[config.mk]
export PLATFORM = sky130hd
export DESIGN_NAME = tgi_front
export DESIGN_NICKNAME = d
export VERILOG_FILES = /design/src/sv/tricubic_grid_interpolator_macros.svh /design/src/sv/tgi_pkg.sv /design/src/sv/tgi_front.sv
export SDC_FILE = /design/constraint.sdc
export NUM_CORES = 2
export LEC_CHECK = 0
export BUFFER_PORTS_ARGS = -buffer_cell sky130_fd_sc_hd__clkbuf_2
export CAP_MARGIN = 20
export CORE_ASPECT_RATIO = 0.7
export CORE_UTILIZATION = 65
export CTS_BUF_LIST = sky130_fd_sc_hd__clkbuf_8
export DETAILED_ROUTE_END_ITERATION = 6
export PLACE_DENSITY = 0.89
export SLEW_MARGIN = 20
export SYNTH_ARGS = -nofsm -noshare
export SYNTH_HDL_FRONTEND = slang
export SYNTH_SLANG_ARGS = --single-unit
[constraint.sdc]
create_clock -name i_clk -period 19.14 [get_ports i_clk]
set_input_delay 3.828 -clock i_clk [delete_from_list [all_inputs] [get_ports i_clk]]
set_output_delay 3.828 -clock i_clk [all_outputs]
set_load 0.02 [all_outputs]
[src/sv/tricubic_grid_interpolator_macros.svh]
// assertion macros shared by the interpolator modules
`ifndef TRICUBIC_GRID_INTERPOLATOR_MACROS_SVH
`define TRICUBIC_GRID_INTERPOLATOR_MACROS_SVH
`ifndef SYNTHESIS
// same-cycle implication, clocked by i_clk, held off during reset
`define TGI_ASSERT_IMP(lbl, ante, cons, msg) \
    lbl: assert property (@(posedge i_clk) disable iff (!i_rst_n) (ante) |-> (cons)) \
        else $error(msg);
// next-cycle implication, clocked by i_clk, held off during reset
`define TGI_ASSERT_NXT(lbl, ante, cons, msg) \
    lbl: assert property (@(posedge i_clk) disable iff (!i_rst_n) (ante) |=> (cons)) \
        else $error(msg);
`else
`define TGI_ASSERT_IMP(lbl, ante, cons, msg)
`define TGI_ASSERT_NXT(lbl, ante, cons, msg)
`endif
`endif

[src/sv/tgi_pkg.sv]
package tgi_pkg;

    // datapath widths
    localparam int OFF_W = 8;   // window start along one axis
    localparam int U_W   = 34;  // local coordinate, signed Q18.16
    localparam int P_W   = 57;  // cubic input/output, signed Q.16
    localparam int H_W   = 61;  // cubic coefficients and partial sums

    // clip limits
    localparam logic [H_W-1:0] ACC_LIM   = {1'b0, {60{1'b1}}};
    localparam logic [P_W-1:0] STAGE_LIM = {1'b0, {56{1'b1}}};

    // configuration register indexes
    localparam logic [2:0] CFG_START_X = 3'd0;
    localparam logic [2:0] CFG_START_Y = 3'd1;
    localparam logic [2:0] CFG_START_Z = 3'd2;
    localparam logic [2:0] CFG_INV_X   = 3'd3;
    localparam logic [2:0] CFG_INV_Y   = 3'd4;
    localparam logic [2:0] CFG_INV_Z   = 3'd5;

    // opcodes
    localparam logic OP_WRITE = 1'b0;
    localparam logic OP_QUERY = 1'b1;

    // command queue
    localparam int Q_DEPTH = 4;
    localparam int Q_AW    = 2;

    typedef struct packed {
        logic                  opcode;
        logic [14:0]           addr;
        logic [31:0]           value;
        logic [OFF_W-1:0]      ox;
        logic [OFF_W-1:0]      oy;
        logic [OFF_W-1:0]      oz;
        logic [U_W-1:0]        ux;
        logic [U_W-1:0]        uy;
        logic [U_W-1:0]        uz;
        logic                  clip;
    } t_cmd;

    typedef struct packed {
        logic                  start;
        logic [3:0][P_W-1:0]   p;
        logic [U_W-1:0]        u;
    } t_cubic_req;

    typedef struct packed {
        logic                  done;
        logic [P_W-1:0]        r;
        logic                  clip;
    } t_cubic_rsp;

    typedef enum logic [1:0] {F_IDLE, F_MUL, F_RND, F_PUSH} t_front_state;
    typedef enum logic [2:0] {C_IDLE, C_MLO, C_MHI, C_ACC, C_FIN} t_cubic_state;
    typedef enum logic [2:0] {B_IDLE, B_READ, B_GO, B_WAIT, B_FIN} t_back_state;
    typedef enum logic [1:0] {LV_Z, LV_Y, LV_X} t_level;

endpackage

[src/sv/tgi_front.sv]
module tgi_front #(
    parameter int GRID_X = 32,
    parameter int GRID_Y = 32,
    parameter int GRID_Z = 32
) (
    input  logic          i_clk,
    input  logic          i_rst_n,
    input  logic          i_cfg_we,
    input  logic [2:0]    i_cfg_index,
    input  logic [31:0]   i_cfg_data,
    input  logic          i_in_valid,
    output logic          o_in_stall,
    input  logic          i_opcode,
    input  logic [14:0]   i_sample_address,
    input  logic [31:0]   i_sample_value,
    input  logic [31:0]   i_pos_x,
    input  logic [31:0]   i_pos_y,
    input  logic [31:0]   i_pos_z,
    output logic          o_push,
    output tgi_pkg::t_cmd o_cmd,
    input  logic          i_full
);

    tgi_pkg::t_front_state        r_state, n_state;
    logic [31:0]                  r_start [3];
    logic [31:0]                  r_inv [3];
    logic [31:0]                  r_pos [3];
    logic [1:0]                   r_ax;
    logic [64:0]                  r_prod;
    logic                         r_dneg;
    logic [tgi_pkg::OFF_W-1:0]    r_off [3];
    logic [tgi_pkg::U_W-1:0]      r_u [3];
    logic                         r_clip;

    logic                         w_acc;
    logic [32:0]                  w_d;
    logic [32:0]                  w_dmag;
    logic [64:0]                  w_rsum;
    logic [48:0]                  w_m;
    logic                         w_mclip;
    logic [31:0]                  w_mc;
    logic [tgi_pkg::U_W-1:0]      w_t;
    logic [14:0]                  w_idx;
    logic [8:0]                   w_size;
    logic [tgi_pkg::OFF_W-1:0]    w_off;
    logic [tgi_pkg::U_W-1:0]      w_u;

    assign o_in_stall = (r_state != tgi_pkg::F_IDLE) || i_full;
    assign w_acc      = i_in_valid && !o_in_stall;

    // configuration registers
    always_ff @(posedge i_clk) begin
        if (!i_rst_n) begin
            for (int k = 0; k < 3; k++) begin
                r_start[k] <= '0;
                r_inv[k]   <= 32'h0001_0000;
            end
        end else if (i_cfg_we) begin
            unique case (i_cfg_index)
                tgi_pkg::CFG_START_X: r_start[0] <= i_cfg_data;
                tgi_pkg::CFG_START_Y: r_start[1] <= i_cfg_data;
                tgi_pkg::CFG_START_Z: r_start[2] <= i_cfg_data;
                tgi_pkg::CFG_INV_X:   r_inv[0]   <= i_cfg_data;
                tgi_pkg::CFG_INV_Y:   r_inv[1]   <= i_cfg_data;
                tgi_pkg::CFG_INV_Z:   r_inv[2]   <= i_cfg_data;
                default: ;
            endcase
        end
    end

    // offset from the grid origin and its magnitude
    assign w_d    = {r_pos[r_ax][31], r_pos[r_ax]} - {r_start[r_ax][31], r_start[r_ax]};
    assign w_dmag = w_d[32] ? (~w_d + 33'd1) : w_d;

    // round the scaled magnitude, clip, find the window start
    assign w_rsum = r_prod + 65'h8000;
    assign w_m    = w_rsum[64:16];

    always_comb begin
        unique case (r_ax)
            2'd0:    w_size = 9'(GRID_X);
            2'd1:    w_size = 9'(GRID_Y);
            default: w_size = 9'(GRID_Z);
        endcase
        if (r_dneg) begin
            w_mclip = (w_m > 49'h0_8000_0000);
            w_mc    = w_mclip ? 32'h8000_0000 : w_m[31:0];
            w_t     = tgi_pkg::U_W'(0) - {2'b00, w_mc};
            w_idx   = '0;
        end else begin
            w_mclip = (w_m > 49'h0_7FFF_FFFF);
            w_mc    = w_mclip ? 32'h7FFF_FFFF : w_m[31:0];
            w_t     = {2'b00, w_mc};
            w_idx   = w_mc[30:16];
        end
        w_off = '0;
        if (w_idx > 15'd1) begin
            if (16'(w_idx) > 16'(w_size) - 16'd3) w_off = tgi_pkg::OFF_W'(w_size - 9'd4);
            else                                   w_off = tgi_pkg::OFF_W'(w_idx - 15'd1);
        end
        w_u = w_t - tgi_pkg::U_W'({9'(w_off) + 9'd1, 16'h0000});
    end

    // state register
    always_ff @(posedge i_clk) begin
        if (!i_rst_n) r_state <= tgi_pkg::F_IDLE;
        else          r_state <= n_state;
    end

    // next state and queue push
    always_comb begin
        n_state = r_state;
        o_push  = 1'b0;
        o_cmd   = '0;
        unique case (r_state)
            tgi_pkg::F_IDLE: begin
                o_cmd.opcode = tgi_pkg::OP_WRITE;
                o_cmd.addr   = i_sample_address;
                o_cmd.value  = i_sample_value;
                if (w_acc) begin
                    if (i_opcode == tgi_pkg::OP_WRITE) o_push  = 1'b1;
                    else                               n_state = tgi_pkg::F_MUL;
                end
            end
            tgi_pkg::F_MUL: n_state = tgi_pkg::F_RND;
            tgi_pkg::F_RND: n_state = (r_ax == 2'd2) ? tgi_pkg::F_PUSH : tgi_pkg::F_MUL;
            tgi_pkg::F_PUSH: begin
                o_cmd.opcode = tgi_pkg::OP_QUERY;
                o_cmd.ox     = r_off[0];
                o_cmd.oy     = r_off[1];
                o_cmd.oz     = r_off[2];
                o_cmd.ux     = r_u[0];
                o_cmd.uy     = r_u[1];
                o_cmd.uz     = r_u[2];
                o_cmd.clip   = r_clip;
                if (!i_full) begin
                    o_push  = 1'b1;
                    n_state = tgi_pkg::F_IDLE;
                end
            end
            default: n_state = tgi_pkg::F_IDLE;
        endcase
    end

    // axis sequencing: one multiply and one round per axis
    always_ff @(posedge i_clk) begin
        if (!i_rst_n) begin
            r_ax   <= '0;
            r_clip <= 1'b0;
        end else begin
            if (r_state == tgi_pkg::F_IDLE && w_acc && i_opcode == tgi_pkg::OP_QUERY) begin
                r_ax   <= '0;
                r_clip <= 1'b0;
            end else if (r_state == tgi_pkg::F_RND) begin
                r_ax   <= r_ax + 2'd1;
                r_clip <= r_clip | w_mclip;
            end
        end
    end

    // query datapath
    always_ff @(posedge i_clk) begin
        if (r_state == tgi_pkg::F_IDLE && w_acc) begin
            r_pos[0] <= i_pos_x;
            r_pos[1] <= i_pos_y;
            r_pos[2] <= i_pos_z;
        end
        if (r_state == tgi_pkg::F_MUL) begin
            r_prod <= 65'(w_dmag) * 65'(r_inv[r_ax]);
            r_dneg <= w_d[32];
        end
        if (r_state == tgi_pkg::F_RND) begin
            r_off[r_ax] <= w_off;
            r_u[r_ax]   <= w_u;
        end
    end

endmodule

==> results.txt <==
Outcome -> finished, violations left
Failing checks -> design-rule violations
Setup Crit Path Kind -> flip-flop to flip-flop
Cell Rows -> 91
Root Driver -> clkbuf_8
# fillers -> 6164
Syn Std Cell Area -> 0.0582 mm2
Vias per inst -> 6.25
Crit path launch type -> flip-flop
Largest net degree at the start of global routing -> 99
Clock latency on the worst-skew pair -> 0.75 ns
Resized cells post-CTS -> 0
Routed len/inst -> 25.6 um
Die ar. -> 0.0907 mm2
Buffers on Ports -> 360
Fin nets -> 7716
Post-route antenna net violation count -> 0
Global-route wire length before repair -> 285 mm
Share of the synthesized area in the top cell type -> 31.9%
Post-synth EDFFs -> 465
Hold_buf cts -> 0
Largest area contributor in the netlist -> fa_1
Worst setup EP type -> flip-flop
Layout cell share with drive strength beyond 1 -> 10.7%
Sequential share of the synthesized area -> 24.2%
Multi-input gate area -> 0.0393 mm2
DR pass1 iterations -> 7
Final hold viol count -> 0
Synth area leaders -> fa_1 (32%), edfxtp_1 (24%), ha_1 (6.8%), inv_1 (6.7%), nand2_1 (4.8%)
Worst min path class -> flip-flop to flip-flop
GR Util All Layers -> 42.6%
Slew Viols, Final -> 0
Post-CTS setup repair buffer count -> 0
TNS Setup -> 0 ns
TritonCTS buffer count -> 67
WL final -> 192 mm
Max-cap violations -> 0
Clk buf depth -> 3
Tcrit/Tclk final -> 78.7%
Initial Utilization -> 65.9%
Register bit total from synthesis -> 472
Seq. cell area -> 0.0141 mm2
Die Height -> 252 um
Tmin final -> 15.06 ns
Final Setup Violations -> 0
Grt ovf -> 0
Critical Path AT -> 15.50 ns
DRC viols -> 29
Synth unique cells -> 103
Relative slew slack -> 16.7%
CTS clk-pin slew, worst paths -> 0.08 ns
Actual slew at the worst max-slew pin -> 1.24 ns
Core Box Area -> 0.0884 mm2
CTS tree -> done
DRT iter0 DRCs -> 6520
Gpl congestion -> 1.08
Htree depth -> 3
Setup repair after global routing missed its margin -> false
Routed via count -> 46948
Worst Skew -> 0.0699 ns
Number of global-route vias before repair -> 47595
Slowest cell on the critical path -> buf_4
# IOs -> 361
Max Clk Rate -> 66.4 MHz
Post-layout util -> 71.2%
Chip Width -> 360 um
Top_reg_cell synth -> edfxtp_1
CP max FO -> 98
Final HPWL DP -> 147 mm
Antenna violations before repair -> 3
Ys Warns -> 0
Clk sink count -> 472
Ys async rst share -> 0%
Syn avg cell area -> 9.65 um2
Worst path max stage delay -> 0.80 ns
Syn Inst Count -> 6032
Area Overhead vs Synth -> 8.07%
Req. time, crit path -> 19.57 ns
sequential cells by signal (all words and copies together), names as in the netlist, 2 cells and up, named ones only:
name and flops:
r_u 102, r_pos 96, r_off 24, r_ax 2
r_start 96, r_state 2, r_prod 50, r_inv 96
area by class of cell:
| class | instances | share of cell area, % |
|---|---|---|
| Tap cell | 1162 | 2.31 |
| Clock inverter | 53 | 0.667 |
| Inverter | 1033 | 6.17 |
| Multi-Input combinational cell | 4230 | 62.5 |
| Timing Repair Buffer | 485 | 4.39 |
| Antenna cell | 9 | 0.0358 |
| Sequential cell | 472 | 22.4 |
| Clock buffer | 67 | 1.47 |
layout by cell type, fill, tap and decap left out, types with 12 or more instances in the layout:
master and count:
a211oi_1 15, a21oi_1 187, nand2_1 740, clkbuf_2 360
nand2b_1 42, ha_1 314, nor3_1 48, and3_1 27
clkbuf_8 67, xor2_1 52, a21o_1 74, nor2b_1 21
or3_1 14, edfxtp_1 465, nor4_1 17, clkinv_1 14
nand4_1 37, fa_1 927, o21a_1 56, inv_1 1046
o21ai_1 20, o21ai_2 12, mux2i_1 170, o31ai_1 13
nand3_1 58, xnor2_1 99, nor2_1 640, a31oi_1 23
buf_4 124, o21ai_0 140, and2_1 258, xnor2_2 17
critical path, delay by kind of cell (launching register included):
kind            cells  cell delay (ns)
compound gates     16             4.47
xor+xnor            3             1.06
fa+ha+maj          10             4.90
buf+inv            12             2.95
flops               1             0.69
simple gates        4             0.58
per-layer routing:
| layer | GRT usage [%] | vias to the layer above | share of wire [%] |
|---|---|---|---|
| met5 | 2.28 | - | 0.19 |
| met4 | 20.5 | 8 | 5.9 |
| met3 | 22.6 | 802 | 17 |
| met2 | 59.9 | 3753 | 41 |
| met1 | 53.8 | 22812 | 36 |
| li1 | - | 19573 | - |
cells by family after synthesis:
group | after synthesis | synth area share (%)
AOI/OAI and AO/OA | 662 | 7.23
xor gates and xnor gates | 179 | 2.73
adders and majority gates | 1243 | 38.7
buffers and inverters | 1336 | 8.76
DFF | 472 | 24.2
muxes | 175 | 3.02
other | 2 | 0.0129
and+or+nand+nor | 1963 | 15.3
path summary, 6_finish.rpt:
check        startpoint    endpoint  slack [ns]  depth (start not counted)
max           flip-flop  r_prod[63]        4.08                         45
min              r_clip      r_clip        0.51                          2
max reg2reg   flip-flop  r_prod[63]        4.08                         45
min reg2reg      r_clip      r_clip        0.51                          2
synthesized netlist by cell type, types with 17 or more instances:
cell and number:
a21oi_1 188, fa_1 927, nand3_1 58, edfxtp_1 465
nor2_1 640, mux2i_1 171, nand2b_1 42, a31oi_1 24
a21o_1 74, ha_1 316, nor2b_1 21, o21a_1 58
xor2_1 63, nor4_1 17, inv_1 1033, buf_2 22
and2_1 261, and3_1 27, clkbuf_1 261, xnor2_1 113
nand4_1 37, o21ai_0 157, nand2_1 740, nor3_1 48
through the flow:
step                std cells  area [um2]  hold slack (ns)  setup WS (ns)
finish                   7511       62900            0.506           4.08
global route             7504       62900            0.539           3.55
CTS                      7502       62900            0.504           4.45
detailed placement       7382       61500            0.470           4.57
global placement         7380       61500            0.441           4.82
floorplan                6038       58200            0.429           5.93
Power is left out: the tool's default activity adds up to more than one toggle a clock period on the data nets, which glitch-free logic cannot reach.
