### config.mk
export PLATFORM = sky130hd
export DESIGN_NAME = tgi_fifo
export DESIGN_NICKNAME = d
export VERILOG_FILES = /design/src/sv/tgi_pkg.sv /design/src/sv/tgi_fifo.sv
export VERILOG_INCLUDE_DIRS = /design/src /design/src/sv
export SDC_FILE = /design/constraint.sdc
export NUM_CORES = 1
export LEC_CHECK = 0
export ABC_AREA = 1
export BUFFER_PORTS_ARGS = -buffer_cell sky130_fd_sc_hd__buf_2
export CORE_MARGIN = 2
export CORE_UTILIZATION = 35
export CTS_BUF_LIST = sky130_fd_sc_hd__clkbuf_8
export DETAILED_ROUTE_END_ITERATION = 16
export SKIP_LAST_GASP = 1
export SYNTH_ARGS = -nofsm -noshare
export SYNTH_HDL_FRONTEND = slang
export SYNTH_SLANG_ARGS = --single-unit
### constraint.sdc
create_clock -name i_clk -period 8.4 [get_ports i_clk]
set_clock_uncertainty 0.2 [all_clocks]
set_input_delay 0.84 -clock i_clk [delete_from_list [all_inputs] [get_ports i_clk]]
set_output_delay 0.84 -clock i_clk [all_outputs]
set_load 0.01 [all_outputs]
### src/sv/tricubic_grid_interpolator_macros.svh
// assertion macros shared by the interpolator modules
`ifndef TRICUBIC_GRID_INTERPOLATOR_MACROS_SVH
`define TRICUBIC_GRID_INTERPOLATOR_MACROS_SVH
`ifndef SYNTHESIS
// same-cycle implication, clocked by i_clk, held off during reset
`define TGI_ASSERT_IMP(lbl, ante, cons, msg) \
    lbl: assert property (@(posedge i_clk) disable iff (!i_rst_n) (ante) |-> (cons)) \
        else $error(msg);
// next-cycle implication, clocked by i_clk, held off during reset
`define TGI_ASSERT_NXT(lbl, ante, cons, msg) \
    lbl: assert property (@(posedge i_clk) disable iff (!i_rst_n) (ante) |=> (cons)) \
        else $error(msg);
`else
`define TGI_ASSERT_IMP(lbl, ante, cons, msg)
`define TGI_ASSERT_NXT(lbl, ante, cons, msg)
`endif
`endif

### src/sv/tgi_pkg.sv
package tgi_pkg;

    // datapath widths
    localparam int OFF_W = 8;   // window start along one axis
    localparam int U_W   = 34;  // local coordinate, signed Q18.16
    localparam int P_W   = 57;  // cubic input/output, signed Q.16
    localparam int H_W   = 61;  // cubic coefficients and partial sums

    // clip limits
    localparam logic [H_W-1:0] ACC_LIM   = {1'b0, {60{1'b1}}};
    localparam logic [P_W-1:0] STAGE_LIM = {1'b0, {56{1'b1}}};

    // configuration register indexes
    localparam logic [2:0] CFG_START_X = 3'd0;
    localparam logic [2:0] CFG_START_Y = 3'd1;
    localparam logic [2:0] CFG_START_Z = 3'd2;
    localparam logic [2:0] CFG_INV_X   = 3'd3;
    localparam logic [2:0] CFG_INV_Y   = 3'd4;
    localparam logic [2:0] CFG_INV_Z   = 3'd5;

    // opcodes
    localparam logic OP_WRITE = 1'b0;
    localparam logic OP_QUERY = 1'b1;

    // command queue
    localparam int Q_DEPTH = 4;
    localparam int Q_AW    = 2;

    typedef struct packed {
        logic                  opcode;
        logic [14:0]           addr;
        logic [31:0]           value;
        logic [OFF_W-1:0]      ox;
        logic [OFF_W-1:0]      oy;
        logic [OFF_W-1:0]      oz;
        logic [U_W-1:0]        ux;
        logic [U_W-1:0]        uy;
        logic [U_W-1:0]        uz;
        logic                  clip;
    } t_cmd;

    typedef struct packed {
        logic                  start;
        logic [3:0][P_W-1:0]   p;
        logic [U_W-1:0]        u;
    } t_cubic_req;

    typedef struct packed {
        logic                  done;
        logic [P_W-1:0]        r;
        logic                  clip;
    } t_cubic_rsp;

    typedef enum logic [1:0] {F_IDLE, F_MUL, F_RND, F_PUSH} t_front_state;
    typedef enum logic [2:0] {C_IDLE, C_MLO, C_MHI, C_ACC, C_FIN} t_cubic_state;
    typedef enum logic [2:0] {B_IDLE, B_READ, B_GO, B_WAIT, B_FIN} t_back_state;
    typedef enum logic [1:0] {LV_Z, LV_Y, LV_X} t_level;

endpackage

### src/sv/tgi_fifo.sv
`include "tricubic_grid_interpolator_macros.svh"

module tgi_fifo (
    input  logic          i_clk,
    input  logic          i_rst_n,
    input  logic          i_push,
    input  tgi_pkg::t_cmd i_cmd,
    output logic          o_full,
    output logic          o_valid,
    output tgi_pkg::t_cmd o_cmd,
    input  logic          i_pop
);

    tgi_pkg::t_cmd                r_q [tgi_pkg::Q_DEPTH];
    logic [tgi_pkg::Q_AW-1:0]     r_wr;
    logic [tgi_pkg::Q_AW-1:0]     r_rd;
    logic [tgi_pkg::Q_AW:0]       r_count;

    assign o_full  = (r_count == (tgi_pkg::Q_AW+1)'(tgi_pkg::Q_DEPTH));
    assign o_valid = (r_count != '0);
    assign o_cmd   = r_q[r_rd];

    // pointers and fill count
    always_ff @(posedge i_clk) begin
        if (!i_rst_n) begin
            r_wr    <= '0;
            r_rd    <= '0;
            r_count <= '0;
        end else begin
            if (i_push) r_wr <= r_wr + 1'b1;
            if (i_pop)  r_rd <= r_rd + 1'b1;
            r_count <= r_count + (tgi_pkg::Q_AW+1)'(i_push) - (tgi_pkg::Q_AW+1)'(i_pop);
        end
    end

    // queue storage
    always_ff @(posedge i_clk) begin
        if (i_push) r_q[r_wr] <= i_cmd;
    end

    `TGI_ASSERT_IMP(a_fifo_no_overflow, i_push, !o_full || i_pop, "queue push while full")
    `TGI_ASSERT_IMP(a_fifo_no_underflow, i_pop, o_valid, "queue pop while empty")

endmodule

==> results.ini, run 1 <==
[outcome]
status=finished, final reports clean

[worst_setup_path]
worst_setup_path_end_kind=output pin
regToRegSetupSlack_ns=5.69
path_class=reg -> out
critical_path_required_ns=7.36
crit_arrival_ns=3.55
start_kind=flop
crit_path_max_fanout=204

[timing]
drv_slew=0
min_period_over_period=0.5459
fmax_ghz=0.2181
setup_tns_ns=0
timing.final.crit_period_ns=4.586
setup_viol=0
max_slew_margin=0.2609
tightestPinTransition_ns=1.109
rsz0062_at_grt=no
finalHoldViolations=0

[detailed_routing]
postRouteAntennaNets=0
routed_wirelength_um=58840
drcViolationCount=0
dr.pass1.iters=5
drt_iter0_markers=835
dr.max_layer_used=met5
drt-wirelength-per-cell_um=16.30
wl_met3_um=4437
met2_length_um=29470
vias=16560
viasPerCell=4.587
wl_met1_um=23480

[yosys]
synth_fp_nets=2283
syn_area_um2=27910
ys_ff_latch=709
yosysSeqAreaShare=0.7596
synth_top_area_frac=0.7531
syn-mean-instance-area_um2=13.31
synth_cell_type_count=16
synthTopCellsByArea=edfxtp_1 (75%), inv_1 (4.9%), nand2_1 (4.8%), o211ai_1 (4.7%), a21oi_1 (3.2%)
ys_warn_count=0
yosys.area.top_type=edfxtp_1
syn_inst=2097

[placed_design]
gp_congestion=0.7353
dp_hpwl_um=33690
io_buffer_count=355

[clock_tree]
clkTransAtPathRegs_ns=0.06
htreeDepth=3
cts_root_buffer=clkbuf_8
insertion_delay_ns=0.67
cts_setup_buffers=0
cts_hold_buf=0
clock_path_buffers=3
cts_tree=done
clock-sinks=709
cts_made_buffers=114
cts_resized=0

[layout]
mostFrequentLayoutCell=edfxtp_1
nets=2652
layout_common_cells=edfxtp_1 (700), inv_1 (408), nand2_1 (360)
areaGrowthSynthToFinish_pct=16.64
drive_gt1_frac=0.2013

[grt]
grt_pass1_vias=16310
grt_max_degree=232
antenna_found_initial=17
grt_usage=0.1399
grt_pass1_wl_um=89090
grt_overflow=0

[hold_path]
hold_class=in -> reg

[power_and_ir_drop]
power_density_nw_per_um2=230.4
power_mw=7.499
ir_worst_vdd_mv=0.1518
power_leakage_nw=12.66

[floorplanning]
start_util=0.3533
core_um2=79000
die_w_um=286.4
die-height_um=286.4
io_pins=356
die_area_um2=82020
rows=103

[run]
max_cap_violations=0

## flip-flops by register name, indices dropped and copies added, names as in the netlist, named ones only
name and flops:
r_wr 2, r_q 700, r_rd 2, r_count 3
## logic make-up (layout without fill, tap and decap cells)
logic type / Yosys count / after routing / share of synthesized area
adders and majority gates: 7 / 7 / 0.003407
buffers and inverters: 482 / 938 / 0.07634
other: 0 / 8 / 0
DFF: 709 / 709 / 0.7596
AOI/OAI and AO/OA: 535 / 535 / 0.1116
and+or+nand+nor: 364 / 364 / 0.04904
## worst max-delay path, cell delays in order (launching register included)
cell and delay (ns):
dfxtp_4 1.01, buf_4 0.48, buf_12 0.50, a21oi_1 0.14, o21ai_0 0.11, nand2_1 0.11, buf_2 0.16
## cell type report
| type | instances | area (um2) |
|---|---|---|
| fill | 7274 | 46440 |
| sequential | 709 | 21210 |
| multi-input combinational | 906 | 4579 |
| timing repair buffer | 370 | 1927 |
| clock buffer | 114 | 1569 |
| inverter | 365 | 1400 |
| tap | 1050 | 1314 |
| clock inverter | 89 | 538.0 |
| antenna | 8 | 20.02 |
## where the power goes
part,switching (mW),internal (mW),leakage (nW)
sequential,0.0488,4.05,6.51
combinational,0.463,0.224,4.91
clock,1.29,1.42,1.25
total,1.81,5.69,12.7
## worst paths after layout
kind / startpoint / endpoint / cells past startpoint
setup / recovery: flop / o_cmd[94] / 6
hold reg to reg: r_rd[1] / flop / 2
hold / removal: i_cmd[101] / r_q[2][101] / 1
setup reg to reg: r_wr[1] / r_q[1][143] / 5
## cells in the mapped netlist
cell type and count:
edfxtp_1 700, inv_1 365, nand2_1 360, a21oi_1 181, o211ai_1 175, o21ai_0 105, buf_2 80, o21ai_1 74
buf_6 27, dfxtp_1 9, ha_1 6, buf_4 5, clkbuf_1 5, nand3_1 2, nor2_1 2, fa_1 1
## per-stage QoR
| step | hold slack, ns | cells | worst slack [ns] | instance area [um2] | util |
|---|---|---|---|---|---|
| final | 0.1466 | 3611 | 3.814 | 32560 | 0.4121 |
| after global routing | 0.06430 | 3609 | 3.536 | 32550 | 0.4120 |
| after CTS | 0.04031 | 3603 | 3.759 | 32540 | 0.4118 |
| after detailed placement | 0.2464 | 3400 | 4.604 | 30430 | 0.3852 |
| after global placement | 0.2379 | 3400 | 4.635 | 30430 | 0.3852 |
| after floorplan | 0.2356 | 2097 | 3.437 | 27910 | - |
## layer usage
layer / global-route usage / vias up
li1: - / 8089
met1: 0.1591 / 7955
met2: 0.2427 / 399
met3: 0.04706 / 99
met4: 0.05380 / 20
met5: 0 / -
(Power assumes the default switching activity.)
==> run 2: changes to the inputs <==
==> constraint.sdc (replaced) <==
create_clock -name i_clk -period 3.9 [get_ports i_clk]
set_clock_uncertainty 0.2 [all_clocks]
set_input_delay 0.39 -clock i_clk [delete_from_list [all_inputs] [get_ports i_clk]]
set_output_delay 0.39 -clock i_clk [all_outputs]
set_load 0.01 [all_outputs]
==> results.ini, run 2 (synthesis gave the netlist of run 1 again) <==
[placed_design]
dp.cells=3428  ; was 3400
dp_hpwl_um=36550  ; was 33690 um
io_buffer_count=355  ; unchanged
gp_congestion=0.8008  ; was 0.7353
pre_cts_ws_ns=1.387  ; was 4.604 ns
placed_cell_area_um2=30820  ; was 30430 um2

[detailed_routing]
routed_wirelength_um=60540  ; was 58840 um
drt-wirelength-per-cell_um=15.86  ; was 16.30 um
vias=17320  ; was 16560
drcViolationCount=0  ; unchanged
postRouteAntennaNets=0  ; unchanged
viasPerCell=4.535  ; was 4.587
dr.pass1.iters=5  ; unchanged
drt_iter0_markers=977  ; was 835

[timing]
fin_ws_ns=0.7504  ; was 3.814 ns
rsz0062_at_grt=no  ; unchanged
whs_ns=0.2310  ; was 0.1466 ns
timing.final.crit_period_ns=3.150
tightestPinTransition_ns=0.8573  ; was 1.109 ns
fmax_ghz=0.3175
setup_viol=0  ; unchanged
drv_slew=0  ; unchanged
min_period_over_period=0.8076
setup_tns_ns=0  ; unchanged
max_slew_margin=0.4273  ; was 0.2609
finalHoldViolations=0  ; unchanged

[grt]
grt_usage=0.1450  ; was 0.1399
grt_pass1_vias=17420  ; was 16310
grt_pass1_wl_um=93810  ; was 89090 um
grt_max_degree=144  ; was 232
antenna_found_initial=4  ; was 17
grt_overflow=0  ; unchanged

[clock_tree]
clkTransAtPathRegs_ns=0.06  ; about the same
cts_setup_buffers=0  ; unchanged
insertion_delay_ns=0.68  ; was 0.67 ns
htreeDepth=3  ; unchanged
cts_root_buffer=clkbuf_8  ; unchanged
clock_path_buffers=3  ; unchanged
clock-sinks=709  ; unchanged
cts_tree=done  ; unchanged
cts_hold_buf=179  ; was 0
cts_resized=0  ; unchanged
cts_made_buffers=115  ; was 114

[layout]
mostFrequentLayoutCell=edfxtp_1  ; unchanged
largest_reg_flops=700  ; unchanged
drive_gt1_frac=0.1981  ; was 0.2013
regMostFlops=r_q  ; unchanged
nets=2860  ; was 2652
fillCellCount=7129  ; was 7274
areaGrowthSynthToFinish_pct=24.61  ; was 16.64%
design_area_um2=34780  ; was 32560 um2
final_cell_count_no_fill=3818  ; was 3611
post-route-util=0.4403  ; was 0.4121
largestRegisters=r_q x700, r_count x3  ; unchanged
layout_common_cells=edfxtp_1 (700), inv_1 (401), nand2_1 (360)  ; was edfxtp_1 (700), inv_1 (408), nand2_1 (360)

[floorplanning]
die_w_um=286.4  ; unchanged
core_um2=79000  ; unchanged
io_pins=356  ; unchanged
die_area_um2=82020  ; unchanged
rows=103  ; unchanged
die-height_um=286.4  ; unchanged
start_util=0.3533  ; unchanged

[power_and_ir_drop]
seqPwrFrac=0.535  ; was 0.547
power_mw=16.48  ; was 7.499 mW
switching_share=0.2443  ; was 0.2407
intPower_mw=12.45  ; was 5.694 mW
p_sw_mw=4.025  ; was 1.805 mW
power_leakage_nw=13.56  ; was 12.66 nW
clkPwrFrac=0.360  ; was 0.361
pwr-share-comb=0.105  ; was 0.092
power_density_nw_per_um2=473.7  ; was 230.4 nW/um2
ir_worst_vdd_mv=0.3280  ; was 0.1518 mV

[worst_setup_path]
worst_setup_path_end_kind=output pin  ; unchanged
start_kind=flop  ; unchanged
critical_path_required_ns=3.31  ; was 7.36 ns
crit_path_max_fanout=143  ; was 204
r2r_cells=5  ; unchanged
path_class=reg -> out  ; unchanged
crit_arrival_ns=2.56  ; was 3.55 ns

[outcome]
status=finished, final reports clean  ; unchanged

[hold_path]
hold_class=in -> reg  ; unchanged
min_path_cells=2  ; was 1

[run]
max_cap_violations=0  ; unchanged

-- run 2: cell count changes in the layout (fill, tap and decap cells not counted), sizes merged --
cell,previous run,this run
diode,8,2
clkinvlp,2,10
clkbuf,114,121
dlygate4sd3,0,179
inv,413,404
buf,370,398
clkinv,34,36
bufinv,5,3
-- run 2: critical path, stage by stage, from the launching register on --
cell      delay (ns)
dfxtp_4         0.76
buf_12          0.48
nand2_1         0.12
o211ai_1        0.10
nand2_1         0.12
buf_2           0.16
-- run 2: path summary, 6_finish.rpt --
check / startpoint / end / slack [ns]
max: flop / o_cmd[98] / 0.75
min: i_cmd[102] / r_q[2][102] / 0.23
max reg2reg: r_wr[0] / r_q[2][91] / 1.42
min reg2reg: r_rd[1] / flop / 0.26
-- run 2: layer usage --
layer  global-route usage  vias to the layer above  part of all wire  routed length (um)
li1                     -                     8497                 -                   -
met1               0.1810                     8288              0.43               25980
met2               0.2434                      400              0.48               29360
met3              0.03633                      126             0.060                3614
met4              0.05471                        4             0.026                1568
met5                    0                        -           0.00035                  21
-- run 2: area by class of cell --
cell class              count  area (um2)  area share
clock buffers             121        1665     0.04788
diodes                      2       5.005   0.0001439
well taps                1050        1314     0.03777
flip-flops and latches    709       21210      0.6098
multi-input cells         906        4579      0.1317
clock inverters            88       494.2     0.01421
repair buffers            577        4129      0.1187
inverters                 365        1385     0.03982
-- run 2: power groups by stage --
stage                     clock network, mW  logic (mW)  registers [mW]
final                                  5.94        1.72            8.82
after global routing                   6.49        1.92            8.84
after CTS                              6.16        1.76            8.82
after detailed placement                  0        1.60            8.97
after global placement                    0        1.56            8.96
after floorplan                           0       0.913            8.96
